<file path="src/hdl/escaped_path_pattern_validator_assert.svh">
// Assertion macros for the escaped path pattern validator.
// Expects clk and rst_n in the scope of every use; empty when SYNTH is set.
`ifndef ESCAPED_PATH_PATTERN_VALIDATOR_ASSERT_SVH
`define ESCAPED_PATH_PATTERN_VALIDATOR_ASSERT_SVH

`ifndef SYNTH
`define EPV_ASSERT_HOLDS(label, prop) \
  label: assert property (@(posedge clk) disable iff (!rst_n) (prop)) \
    else $error("epv assertion failed");
`define EPV_ASSERT_NEXT(label, cause, effect) \
  label: assert property (@(posedge clk) disable iff (!rst_n) (cause) |=> (effect)) \
    else $error("epv assertion failed");
`else
`define EPV_ASSERT_HOLDS(label, prop)
`define EPV_ASSERT_NEXT(label, cause, effect)
`endif

`endif

</file>
<file path="src/hdl/epv_pkg.sv">
// Shared types, constants and helper functions of the path pattern validator.
// No dependencies; imported by every module of the block.
`default_nettype none

package epv_pkg;

  // Register map indexes (byte address is 4 * index)
  localparam logic [1:0] REG_START_RULE   = 2'd0;
  localparam logic [1:0] REG_PATTERN_RULE = 2'd1;
  localparam logic [1:0] REG_END_RULE     = 2'd2;

  // Rule codes, two's complement: 1 = must, -1 = must not, 0 or -2 = either
  localparam logic [1:0] RULE_MUST     = 2'b01;
  localparam logic [1:0] RULE_MUST_NOT = 2'b11;

  localparam logic [7:0] CH_NUL    = 8'h00;
  localparam logic [7:0] CH_SPACE  = 8'h20;
  localparam logic [7:0] CH_DEL    = 8'h7F;
  localparam logic [7:0] CH_SLASH  = 8'h2F;
  localparam logic [7:0] CH_BSLASH = 8'h5C;
  localparam logic [7:0] CH_LBRACE = 8'h7B;
  localparam logic [7:0] CH_RBRACE = 8'h7D;
  localparam logic [7:0] CH_DOLLAR = 8'h24;
  localparam logic [7:0] CH_MINUS  = 8'h2D;
  localparam logic [7:0] CH_ZERO   = 8'h30;
  localparam logic [7:0] CH_THREE  = 8'h33;
  localparam logic [7:0] CH_SEVEN  = 8'h37;

  typedef enum logic [3:0] {
    ESC_TEXT = 4'b0001,  // plain text
    ESC_OPEN = 4'b0010,  // after a backslash
    ESC_OCT1 = 4'b0100,  // after the first octal digit
    ESC_OCT2 = 4'b1000   // after the second octal digit
  } epv_esc_t;

  typedef struct packed {
    logic [1:0] start_rule;
    logic [1:0] pattern_rule;
    logic [1:0] end_rule;
  } epv_cfg_t;

  typedef struct packed {
    logic saw_pattern;
    logic path_ok;
  } epv_res_t;

  function automatic logic rule_fails(input logic [1:0] rule, input logic [7:0] c);
    rule_fails = ((rule == RULE_MUST) && (c != CH_SLASH)) ||
                 ((rule == RULE_MUST_NOT) && (c == CH_SLASH));
  endfunction

  function automatic logic is_wildcard(input logic [7:0] c);
    is_wildcard = c inside {CH_DOLLAR, 8'h2B, 8'h3F, 8'h2A, 8'h40,
                            8'h78, 8'h58, 8'h61, 8'h41, CH_MINUS};
  endfunction

endpackage

`default_nettype wire

</file>
<file path="src/hdl/escaped_path_pattern_validator.sv">
// Top level of the escaped path pattern validator: stream ports, input and
// result registers. Depends on epv_pkg, epv_regs, epv_step and the assertion header.
`default_nettype none

// Validates one zero-terminated path string at a time, one byte per transfer on
// the in_ channel. Only the zero byte produces a result transfer on out_, carrying
// path_ok and saw_pattern for the string just ended; every other byte is consumed
// silently. The block takes one byte per clock while in_tready is high: a byte is
// registered, checked against the per-string state in the next cycle, and a
// terminator's verdict goes to the out_ register. in_tready drops only while a
// terminator waits in the input register behind a verdict not yet taken on out_.
// Rules are set through the APB port: start_rule at 0x0, pattern_rule at 0x4,
// end_rule at 0x8, each a 2-bit signed value in pwdata[1:0]; write them only
// while no string is in flight.
module escaped_path_pattern_validator (
  input  wire         clk,
  input  wire         rst_n,
  // in_tdata: [7:0] char_code
  input  wire         in_tvalid,
  output logic        in_tready,
  input  wire  [7:0]  in_tdata,
  // out_tdata: [0] path_ok, [1] saw_pattern, [7:2] zero
  output logic        out_tvalid,
  input  wire         out_tready,
  output logic [7:0]  out_tdata,
  input  wire         cfg_psel,
  input  wire         cfg_penable,
  input  wire         cfg_pwrite,
  input  wire  [3:0]  cfg_paddr,
  input  wire  [31:0] cfg_pwdata,
  output logic [31:0] cfg_prdata,
  output logic        cfg_pready
);
  import epv_pkg::*;

  epv_cfg_t   cfg;
  epv_res_t   res;
  logic       in_valid_r, in_valid_nxt;
  logic [7:0] in_char_r;
  logic       out_valid_r, out_valid_nxt;
  epv_res_t   out_res_r;
  logic       is_term;
  logic       out_free;
  logic       advance;
  logic       out_load;

  epv_regs u_regs (
    .clk     (clk),
    .rst_n   (rst_n),
    .psel    (cfg_psel),
    .penable (cfg_penable),
    .pwrite  (cfg_pwrite),
    .paddr   (cfg_paddr),
    .pwdata  (cfg_pwdata),
    .prdata  (cfg_prdata),
    .pready  (cfg_pready),
    .cfg     (cfg)
  );

  epv_step u_step (
    .clk       (clk),
    .rst_n     (rst_n),
    .step_en   (advance),
    .char_code (in_char_r),
    .cfg       (cfg),
    .res       (res)
  );

  assign is_term   = (in_char_r == CH_NUL);
  assign out_free  = !out_valid_r || out_tready;
  // Plain bytes never wait; a terminator waits for room in the result register
  assign advance   = in_valid_r && (!is_term || out_free);
  assign out_load  = advance && is_term;
  assign in_tready = !in_valid_r || advance;

  assign in_valid_nxt  = in_tready ? in_tvalid : in_valid_r;
  assign out_valid_nxt = out_load ? 1'b1 : (out_tready ? 1'b0 : out_valid_r);

  always_ff @(posedge clk) begin
    if (!rst_n) begin
      in_valid_r  <= 1'b0;
      out_valid_r <= 1'b0;
    end else begin
      in_valid_r  <= in_valid_nxt;
      out_valid_r <= out_valid_nxt;
    end
  end

  always_ff @(posedge clk) begin
    if (in_tvalid && in_tready) begin
      in_char_r <= in_tdata;
    end
    if (out_load) begin
      out_res_r <= res;
    end
  end

  assign out_tvalid = out_valid_r;
  assign out_tdata  = {6'b0, out_res_r.saw_pattern, out_res_r.path_ok};

`include "escaped_path_pattern_validator_assert.svh"

  `EPV_ASSERT_NEXT(a_in_hold, in_valid_r && !advance, in_valid_r && $stable(in_char_r))
  `EPV_ASSERT_HOLDS(a_load_needs_room, !out_load || out_free)
  `EPV_ASSERT_NEXT(a_verdict_from_term, out_load, out_tvalid)

endmodule

`default_nettype wire

</file>
<file path="src/hdl/epv_regs.sv">
// Configuration register file with an APB-style slave port.
// Depends on epv_pkg for the register map and the rule bundle type.
`default_nettype none

module epv_regs (
  input  wire              clk,
  input  wire              rst_n,
  input  wire              psel,
  input  wire              penable,
  input  wire              pwrite,
  input  wire  [3:0]       paddr,
  input  wire  [31:0]      pwdata,
  output logic [31:0]      prdata,
  output logic             pready,
  output epv_pkg::epv_cfg_t cfg
);
  import epv_pkg::*;

  epv_cfg_t cfg_r;
  logic     wr_en;

  assign pready = 1'b1;
  assign wr_en  = psel && penable && pwrite && pready;
  assign cfg    = cfg_r;

  always_ff @(posedge clk) begin
    if (!rst_n) begin
      cfg_r <= '0;
    end else if (wr_en) begin
      case (paddr[3:2])
        REG_START_RULE:   cfg_r.start_rule   <= pwdata[1:0];
        REG_PATTERN_RULE: cfg_r.pattern_rule <= pwdata[1:0];
        REG_END_RULE:     cfg_r.end_rule     <= pwdata[1:0];
        default: ;
      endcase
    end
  end

  // Read back sign-extended
  always_comb begin
    case (paddr[3:2])
      REG_START_RULE:   prdata = {{30{cfg_r.start_rule[1]}}, cfg_r.start_rule};
      REG_PATTERN_RULE: prdata = {{30{cfg_r.pattern_rule[1]}}, cfg_r.pattern_rule};
      REG_END_RULE:     prdata = {{30{cfg_r.end_rule[1]}}, cfg_r.end_rule};
      default:          prdata = '0;
    endcase
  end

endmodule

`default_nettype wire

</file>
<file path="src/hdl/epv_step.sv">
// Per-byte checker: holds the string state and evaluates one byte per cycle while step_en is high.
// Depends on epv_pkg and the assertion macro header.
`default_nettype none

module epv_step (
  input  wire               clk,
  input  wire               rst_n,
  input  wire               step_en,
  input  wire  [7:0]        char_code,
  input  epv_pkg::epv_cfg_t cfg,
  output epv_pkg::epv_res_t res
);
  import epv_pkg::*;

  epv_esc_t   phase_r, phase_nxt;
  logic [1:0] oct_high_r, oct_high_nxt;
  logic [2:0] oct_mid_r, oct_mid_nxt;
  logic [7:0] prev_r, prev_nxt;
  logic [7:0] before_esc_r, before_esc_nxt;
  logic       at_start_r, at_start_nxt;
  logic       esc_start_r, esc_start_nxt;
  logic       in_rep_r, in_rep_nxt;
  logic       pattern_r, pattern_nxt;
  logic       slash_exp_r, slash_exp_nxt;
  logic       err_r, err_nxt;
  logic       ok;
  logic       pass;
  logic [7:0] oct_val;

  assign oct_val = {oct_high_r, oct_mid_r, char_code[2:0]};

  always_comb begin
    phase_nxt      = phase_r;
    oct_high_nxt   = oct_high_r;
    oct_mid_nxt    = oct_mid_r;
    prev_nxt       = prev_r;
    before_esc_nxt = before_esc_r;
    at_start_nxt   = at_start_r;
    esc_start_nxt  = esc_start_r;
    in_rep_nxt     = in_rep_r;
    pattern_nxt    = pattern_r;
    slash_exp_nxt  = slash_exp_r;
    err_nxt        = err_r;
    ok             = 1'b1;

    // Verdict for a terminator arriving now; the empty string counts as NUL first
    pass = !err_r && (phase_r == ESC_TEXT) && !slash_exp_r && !in_rep_r &&
           !(at_start_r && rule_fails(cfg.start_rule, CH_NUL)) &&
           !rule_fails(cfg.end_rule, prev_r) &&
           !((cfg.pattern_rule == RULE_MUST) && !pattern_r);
    res.path_ok     = pass;
    res.saw_pattern = pass && pattern_r;

    if (char_code == CH_NUL) begin
      // Start a fresh string
      phase_nxt      = ESC_TEXT;
      oct_high_nxt   = '0;
      oct_mid_nxt    = '0;
      prev_nxt       = '0;
      before_esc_nxt = '0;
      at_start_nxt   = 1'b1;
      esc_start_nxt  = 1'b0;
      in_rep_nxt     = 1'b0;
      pattern_nxt    = 1'b0;
      slash_exp_nxt  = 1'b0;
      err_nxt        = 1'b0;
    end else begin
      at_start_nxt = 1'b0;
      prev_nxt     = char_code;
      if (!err_r) begin
        if (at_start_r && rule_fails(cfg.start_rule, char_code)) begin
          ok = 1'b0;
        end
        if (ok && slash_exp_r) begin
          slash_exp_nxt = 1'b0;
          if (char_code != CH_SLASH) begin
            ok = 1'b0;
          end
        end
        if (ok) begin
          case (phase_r)
            ESC_TEXT: begin
              if (char_code == CH_BSLASH) begin
                before_esc_nxt = prev_r;
                esc_start_nxt  = at_start_r;
                phase_nxt      = ESC_OPEN;
              end else if (in_rep_r && (char_code == CH_SLASH)) begin
                ok = 1'b0;
              end else if ((char_code <= CH_SPACE) || (char_code >= CH_DEL)) begin
                ok = 1'b0;
              end
            end
            ESC_OPEN: begin
              phase_nxt = ESC_TEXT;
              if (char_code == CH_BSLASH) begin
                ok = 1'b1;
              end else if (is_wildcard(char_code)) begin
                if (cfg.pattern_rule == RULE_MUST_NOT) begin
                  ok = 1'b0;
                end else begin
                  pattern_nxt = 1'b1;
                end
              end else if (char_code == CH_LBRACE) begin
                // Repetition opens only right after a slash, not at string start, and not when patterns are forbidden
                if (esc_start_r || (before_esc_r != CH_SLASH) ||
                    (cfg.pattern_rule == RULE_MUST_NOT)) begin
                  ok = 1'b0;
                end else begin
                  pattern_nxt = 1'b1;
                  in_rep_nxt  = 1'b1;
                end
              end else if (char_code == CH_RBRACE) begin
                if (!in_rep_r) begin
                  ok = 1'b0;
                end else begin
                  in_rep_nxt    = 1'b0;
                  slash_exp_nxt = 1'b1;
                end
              end else if (char_code inside {[CH_ZERO:CH_THREE]}) begin
                oct_high_nxt = char_code[1:0];
                phase_nxt    = ESC_OCT1;
              end else begin
                ok = 1'b0;
              end
            end
            ESC_OCT1: begin
              if (char_code inside {[CH_ZERO:CH_SEVEN]}) begin
                oct_mid_nxt = char_code[2:0];
                phase_nxt   = ESC_OCT2;
              end else begin
                ok = 1'b0;
              end
            end
            default: begin
              phase_nxt = ESC_TEXT;
              if (char_code inside {[CH_ZERO:CH_SEVEN]}) begin
                ok = (oct_val != CH_NUL) && ((oct_val <= CH_SPACE) || (oct_val >= CH_DEL));
              end else begin
                ok = 1'b0;
              end
            end
          endcase
        end
        err_nxt = !ok;
      end
    end
  end

  always_ff @(posedge clk) begin
    if (!rst_n) begin
      phase_r      <= ESC_TEXT;
      oct_high_r   <= '0;
      oct_mid_r    <= '0;
      prev_r       <= '0;
      before_esc_r <= '0;
      at_start_r   <= 1'b1;
      esc_start_r  <= 1'b0;
      in_rep_r     <= 1'b0;
      pattern_r    <= 1'b0;
      slash_exp_r  <= 1'b0;
      err_r        <= 1'b0;
    end else if (step_en) begin
      phase_r      <= phase_nxt;
      oct_high_r   <= oct_high_nxt;
      oct_mid_r    <= oct_mid_nxt;
      prev_r       <= prev_nxt;
      before_esc_r <= before_esc_nxt;
      at_start_r   <= at_start_nxt;
      esc_start_r  <= esc_start_nxt;
      in_rep_r     <= in_rep_nxt;
      pattern_r    <= pattern_nxt;
      slash_exp_r  <= slash_exp_nxt;
      err_r        <= err_nxt;
    end
  end

`include "escaped_path_pattern_validator_assert.svh"

  `EPV_ASSERT_NEXT(a_err_sticks, step_en && err_r && (char_code != CH_NUL), err_r)
  `EPV_ASSERT_NEXT(a_term_clears, step_en && (char_code == CH_NUL), at_start_r && !err_r && !in_rep_r && (phase_r == ESC_TEXT))
  `EPV_ASSERT_HOLDS(a_pattern_only_if_ok, !res.saw_pattern || res.path_ok)

endmodule

`default_nettype wire
</file>
<file path="config.mk">
export PLATFORM = sky130hd
export DESIGN_NAME = escaped_path_pattern_validator
export DESIGN_NICKNAME = d
export VERILOG_FILES = /design/src/hdl/epv_pkg.sv /design/src/hdl/escaped_path_pattern_validator.sv /design/src/hdl/epv_regs.sv /design/src/hdl/epv_step.sv
export VERILOG_INCLUDE_DIRS = /design/src /design/src/hdl
export SDC_FILE = /design/constraint.sdc
export NUM_CORES = 1
export LEC_CHECK = 0
export ABC_AREA = 1
export BUFFER_PORTS_ARGS = -buffer_cell sky130_fd_sc_hd__buf_2
export CAP_MARGIN = 20
export CELL_PAD_IN_SITES_DETAIL_PLACEMENT = 1
export CELL_PAD_IN_SITES_GLOBAL_PLACEMENT = 2
export CORE_ASPECT_RATIO = 0.8
export CORE_UTILIZATION = 29
export DETAILED_ROUTE_END_ITERATION = 6
export PLACE_DENSITY = 0.87
export SKIP_LAST_GASP = 1
export SLEW_MARGIN = 0
export SYNTH_ARGS = -nofsm -noshare
export SYNTH_HDL_FRONTEND = slang
export SYNTH_HIERARCHICAL = 1
export SYNTH_SLANG_ARGS = --single-unit
export TNS_END_PERCENT = 1
</file>
<file path="constraint.sdc">
create_clock -name clk -period 2.7 [get_ports clk]
set_input_delay 0.405 -clock clk [delete_from_list [all_inputs] [get_ports clk]]
set_output_delay 0.405 -clock clk [all_outputs]
set_load 0.02 [all_outputs]
</file>
# --- Word-level counts from Yosys, hierarchy flattened ---
# Index checks and enable logic that the tools add are counted.
totals:
  reg_bits: 49
  inputBits: 51
  output_inout_bits: 43
  word_cells: 226
op_classes:
  n_lt_le_gt_ge: 7
  eq_ne: 39
  mux: 93
  n_reduce_logical: 68
ops:
  columns: ["operator", "n"]
  rows:
  - ["case mux 32 bit (3 select lines)", 1]
  - ["equality test 8 x 7 -> 1 bit, second input constant", 8]
  - ["2-to-1 mux 1 bit", 60]
  - ["equality test 8 x 6 -> 1 bit, second input constant", 7]
  - ["2-to-1 mux 8 bit", 6]
  - ["2-to-1 mux 4 bit", 9]
  - ["<= comparator 8 x 6 -> 1 bit, second input constant", 4]
  - ["logical AND 1 bit", 24]
  - ["!= test 8 x 6 -> 1 bit, second input constant", 3]
  - ["2-to-1 mux 2 bit", 9]
  - ["2-to-1 mux 3 bit", 6]
  - ["greater-or-equal comparator 8 x 7 -> 1 bit, second input constant", 2]
  - ["AND reduction 8 bit", 2]
  - ["nonzero test 2 bit", 8]
  - ["AND reduction 5 bit", 3]
  - ["case mux 4 bit (3 select lines)", 1]
  - ["logical NOT 1 bit", 11]
  - ["!= test 2 bit, second input constant", 5]
  - ["nonzero test 10 bit", 1]
  - ["logical OR 1 bit", 9]
  - ["!= test 3 bit, second input constant", 3]
  - ["AND reduction 9 bit", 1]
  - ["equality test 2 x 1 -> 1 bit, second input constant", 4]
  - ["equality test 2 bit, second input constant", 4]
  - ["other kinds (11)", 16]

# --- Depth between registers and ports, before layout ---
logic_depth:
  depth_word: 18
  ltp_mapped: 13
  mapped_depth_nobuf: 13

# --- Cells and area by module ---
# Netlist, hierarchy kept.
by_module_without_submodules:
  columns: ["mod", "n_inst", "cells_each", "area_per_inst_um2", "seq_area_each_um2"]
  rows:
  - ["epv_step", 1, 328, 1970.6, 620.6]
  - ["epv_regs", 1, 87, 564.3, 120.1]
  - ["escaped_path_pattern_validator", 1, 39, 486.7, 340.3]

# --- Least setup slack after synthesis ---
# OpenSTA, ideal clock, no wires.
synth_path:
  path_kind: "input to output"
  startpoint: "in cfg_paddr[2]"
  endpoint: "out cfg_prdata[10]"
  arrival_ns: 1.631
  setup_slack_ns: 0.664
  path_stages: 5
  n_path_buf: 1
  cell_sequence: "inv_2 -> nor2_2 -> nand2_1 -> nand3_1 -> buf_4"
synth_via:
  elab_chain_cells: 2
synth_rtl:
  columns: ["element", "line_no", "text"]
  rows:
  - ["from (decl)", "escaped_path_pattern_validator.sv:29", "input wire [3:0] cfg_paddr,"]
  - ["equality test 2 bit, or another cell as far along", "epv_regs.sv:41", "case (paddr[3:2])"]
  - ["case mux 32 bit (3 select lines) *", "epv_regs.sv:41", null]
  - ["to (decl)", "escaped_path_pattern_validator.sv:31", "output logic [31:0] cfg_prdata,"]
# Every way passes the cells marked *; elsewhere a longest branch is shown, timed or not.

# --- Final worst setup path ---
layout_path:
  startpoint: "reg in_char_r[2]"
  endpoint: "reg u_step.oct_mid_r[1]"
layout_via:
  elab_chain_cells: 13
layout_rtl:
  columns: ["element", "line_no", "text"]
  rows:
  - ["from (decl)", "escaped_path_pattern_validator.sv:39", "logic [7:0] in_char_r;"]
  - ["from (signal assigned)", "escaped_path_pattern_validator.sv:91", "in_char_r <= in_tdata;"]
  - ["!= test 8 x 6 -> 1 bit or equality test 8 x 6 -> 1 bit (tied branches)", "epv_pkg.sv:48, epv_step.sv:76, epv_pkg.sv:49", null]
  - ["logical AND 1 bit, on equally long branches", "epv_pkg.sv:48, epv_pkg.sv:49", null]
  - ["logical OR 1 bit", "epv_pkg.sv:48", "rule_fails = ((rule == RULE_MUST) && (c != CH_SLASH)) ||"]
  - ["logical AND 1 bit", "epv_step.sv:71", "if (at_start_r && rule_fails(cfg.start_rule, char_code)) begin"]
  - ["2-to-1 mux 1 bit", "epv_step.sv:71", null]
  - ["2-to-1 mux 1 bit", "epv_step.sv:70", "if (!err_r) begin"]
  - ["2-to-1 mux 1 bit", "epv_step.sv:54", "if (char_code == CH_NUL) begin"]
  - ["2-to-1 mux 1 bit or logical AND 1 bit (tied branches)", "epv_step.sv:76, epv_step.sv:74", null]
  - ["2-to-1 mux 1 bit", "epv_step.sv:74", "if (ok && slash_exp_r) begin"]
  - ["2-to-1 mux 1 bit", "epv_step.sv:70", null]
  - ["2-to-1 mux 1 bit", "epv_step.sv:54", null]
  - ["nonzero test 2 bit (no line)", null, null]
  - ["AND reduction 5 bit (no line)", null, null]
  - ["to (signal assigned)", "epv_step.sv:165", "oct_mid_r <= oct_mid_nxt;"]
  - ["to (decl)", "epv_step.sv:17", "logic [2:0] oct_mid_r, oct_mid_nxt;"]
# Several ways; a longest one is shown, not always the timed one. The select of a mux whose other input is x is not followed.
# A chain may end at the register's enable or synchronous reset.

==> flow_metrics.tcl <==
set metrics [dict create \
    status "completed" \
    synth_top_cells_by_area "dfxtp_1 (26%), nand2_1 (15%), edfxtp_1 (9.9%)" \
    p_leak_nw 1.56 \
    worstSetupStartpoint "in_char_r[2]" \
    antenna_found_initial 0 \
    cts.sinks 49 \
    drc 0 \
    max_freq_mhz 438 \
    chipHeight_um 93.3 \
    clk_pin_slew_ns 0.07 \
    relSlewSlack 0.525 \
    port-buffer-count 54 \
    cp-end-kind "register" \
    place_ws_ns 0.454 \
    cts_tree "built" \
    ctsRootBufferMaster "clkbuf_16" \
    synth.distinct_cells 28 \
    finalWirelength_mm 8.26 \
    vdd.ir_drop.worst_v 0.000264 \
    max_cap_viol_count 0 \
    powerDensity_nw_per_um2 502 \
    clock_path_buffers 2 \
    worstPathCellList "inv_2 -> nand2_1 -> inv_2 -> nand2_2 -> nor2_4 -> inv_1 -> a21oi_1 -> nand2_1 -> nand2_1 -> a21oi_1" \
    first_iter_violations 106 \
    critical_path_arrival_ns 2.47 \
    crit_path_start_kind "register" \
    critical_path_class "reg2reg" \
    grt.overflow.total 0 \
    fin_crit_ns 2.29 \
    topRoutingLayerUsed "met4" \
    hpwl_mm 6.55 \
    cp_num_buf_inv 3 \
    wl_per_cell_um 13.4 \
    cp_slowest_cell "edfxtp_1" \
    globalRouteTotalUtil 0.164 \
    min_from "in_tdata[6]" \
    setup_violations 0 \
    reg2reg_from "in_char_r[2]" \
    cts_resized 0 \
    yosysTopAreaCellShare 0.258 \
    crit_fanout 13 \
    final_net_count 530 \
    ios 94 \
    ys_ff_latch 49 \
    detail-route-antenna-nets 0 \
    post_cts_buffers 0 \
    vias 2825 \
    fillerInstances 1304 \
    hold_slack_ns 0.285 \
    wl_met1_mm 4.17 \
    cts_hold_buf 0 \
    first_global_vias 2781 \
    crit_required_ns 2.88 \
    finalMaxSlewViolations 0 \
    drive_gt1_frac 0.194 \
    synth_area_sq_um 3020 \
    report.final.hold_viol_count 0 \
    gp_congestion 0.810 \
    setup_tns_ns 0 \
    clkLatencyLatePin_ns 0.29 \
    synthToLayoutAreaGrowth_pct 10.4 \
    cp_slowest_stage_delay_ns 0.51 \
    fin_crit_sh 0.846 \
    crit_family "simple AND/OR/NAND/NOR gates" \
    wl_met2_mm 3.75 \
    met3_wirelength_um 290 \
    dr.pass1.iters 4 \
    syn_inst 454 \
    finalWorstSetupSlack_ns 0.415 \
    die_area_sq_um 10800 \
    avgSynthCellArea_sq_um 6.66 \
    via_per_inst 4.59 \
    initial_core_util 0.306 \
    clock-skew-final_ns 0.00617 \
    seq_area_frac_synth 0.358 \
    fp.dieW_um 116 \
    fp-row-count 32 \
    core_area_sq_um 9890 \
    htreeDepth 2 \
    crit_top_cell "nand2_1" \
    grt_pass1_wl_mm 13.7 \
    grt_max_degree 32 \
    hold_class "in2reg" \
    tightest_slew_ns 0.710 \
    ys_warn_count 6 \
    n_antenna_cell 0 \
    cts_made_buffers 5 \
    rsz0062_at_grt "false" \
    yosysTopAreaCell "dfxtp_1" \
]
## state kept, by name (all words and copies together) (netlist names)
signal	count
u_step/phase_r	4
u_step/at_start_r	1
in_char_r	8
u_step/esc_start_r	1
out_tvalid	1
u_step/prev_r	8
u_step/oct_high_r	2
u_regs/cfg	6
u_step/pattern_r	1
u_step/before_esc_r	8
u_step/slash_exp_r	1
in_valid_r	1
u_step/oct_mid_r	3
u_step/err_r	1
out_tdata	2
u_step/in_rep_r	1
## report_power, final
group          leakage [nW]  total (mW)  switching, mW  internal (mW)
clock network        0.0775       0.665          0.290          0.374
registers             0.412       0.801         0.0289          0.772
logic                  1.07       0.209          0.148         0.0611
## cells by family after synthesis
logic type / Yosys count / share of synthesized area
compound gates: 48 / 0.0894
flops: 49 / 0.358
other cells: 2 / 0.00249
buf+inv: 93 / 0.171
simple gates: 262 / 0.379
## layout make-up
| class | count | area [sq um] | share of cell area |
|---|---|---|---|
| clock buffer | 6 | 139 | 0.0417 |
| clock inverter | 2 | 17.5 | 0.00525 |
| inverter | 47 | 176 | 0.0529 |
| multi-input combinational | 317 | 1440 | 0.433 |
| sequential | 49 | 1080 | 0.324 |
| tap | 136 | 170 | 0.0510 |
| timing repair buffer | 59 | 308 | 0.0923 |
## worst paths after layout
| check | end | slack (ns) | cells after the start |
|---|---|---|---|
| max | u_step/oct_mid_r[1] | 0.41 | 10 |
| min | in_char_r[6] | 0.28 | 1 |
| max reg2reg | u_step/oct_mid_r[1] | 0.41 | 10 |
| min reg2reg | u_step/before_esc_r[7] | 0.48 | 2 |
## routing by layer
metal,vias to the layer above,global-route usage
met5,-,0
met3,4,0.0311
met1,1329,0.229
li1,1455,-
met2,37,0.263
met4,0,0.0353
## stage by stage
step	instances	utilization	instance area (sq um)	power, mW
3_3_place_gp	608	0.321	3180	1.02
5_1_grt	616	0.337	3330	1.76
3_5_place_dp	608	0.321	3180	1.03
6_report	616	0.337	3330	1.67
4_1_cts	616	0.337	3330	1.70
2_1_floorplan	459	-	3040	0.978
## Yosys cell counts, drive strengths merged
cell      n
a21oi    33
nand4     8
nor2     78
o22ai     1
nor4      2
o31ai     1
nand3    48
nand3b    3
clkbuf    3
buf      43
conb      2
dfxtp    39
o211ai    1
edfxtp   10
o21ai    11
a21boi    1
nor3      3
inv      47
nand2   120
## layout by cell type, fill, tap and decap left out, types with 7 or more instances in the layout
| cell type | Yosys | routed |
|---|---|---|
| conb_1 | 2 | 7 |
| nor2_1 | 68 | 68 |
| buf_2 | 2 | 54 |
| dfxtp_1 | 39 | 39 |
| edfxtp_1 | 10 | 10 |
| a21oi_1 | 31 | 31 |
| nand3_1 | 45 | 45 |
| nand4_1 | 8 | 8 |
| inv_1 | 40 | 40 |
| nor2_2 | 8 | 8 |
| nand2_1 | 117 | 117 |
| inv_2 | 7 | 7 |
| o21ai_0 | 11 | 11 |
(Power assumes the default switching activity.)
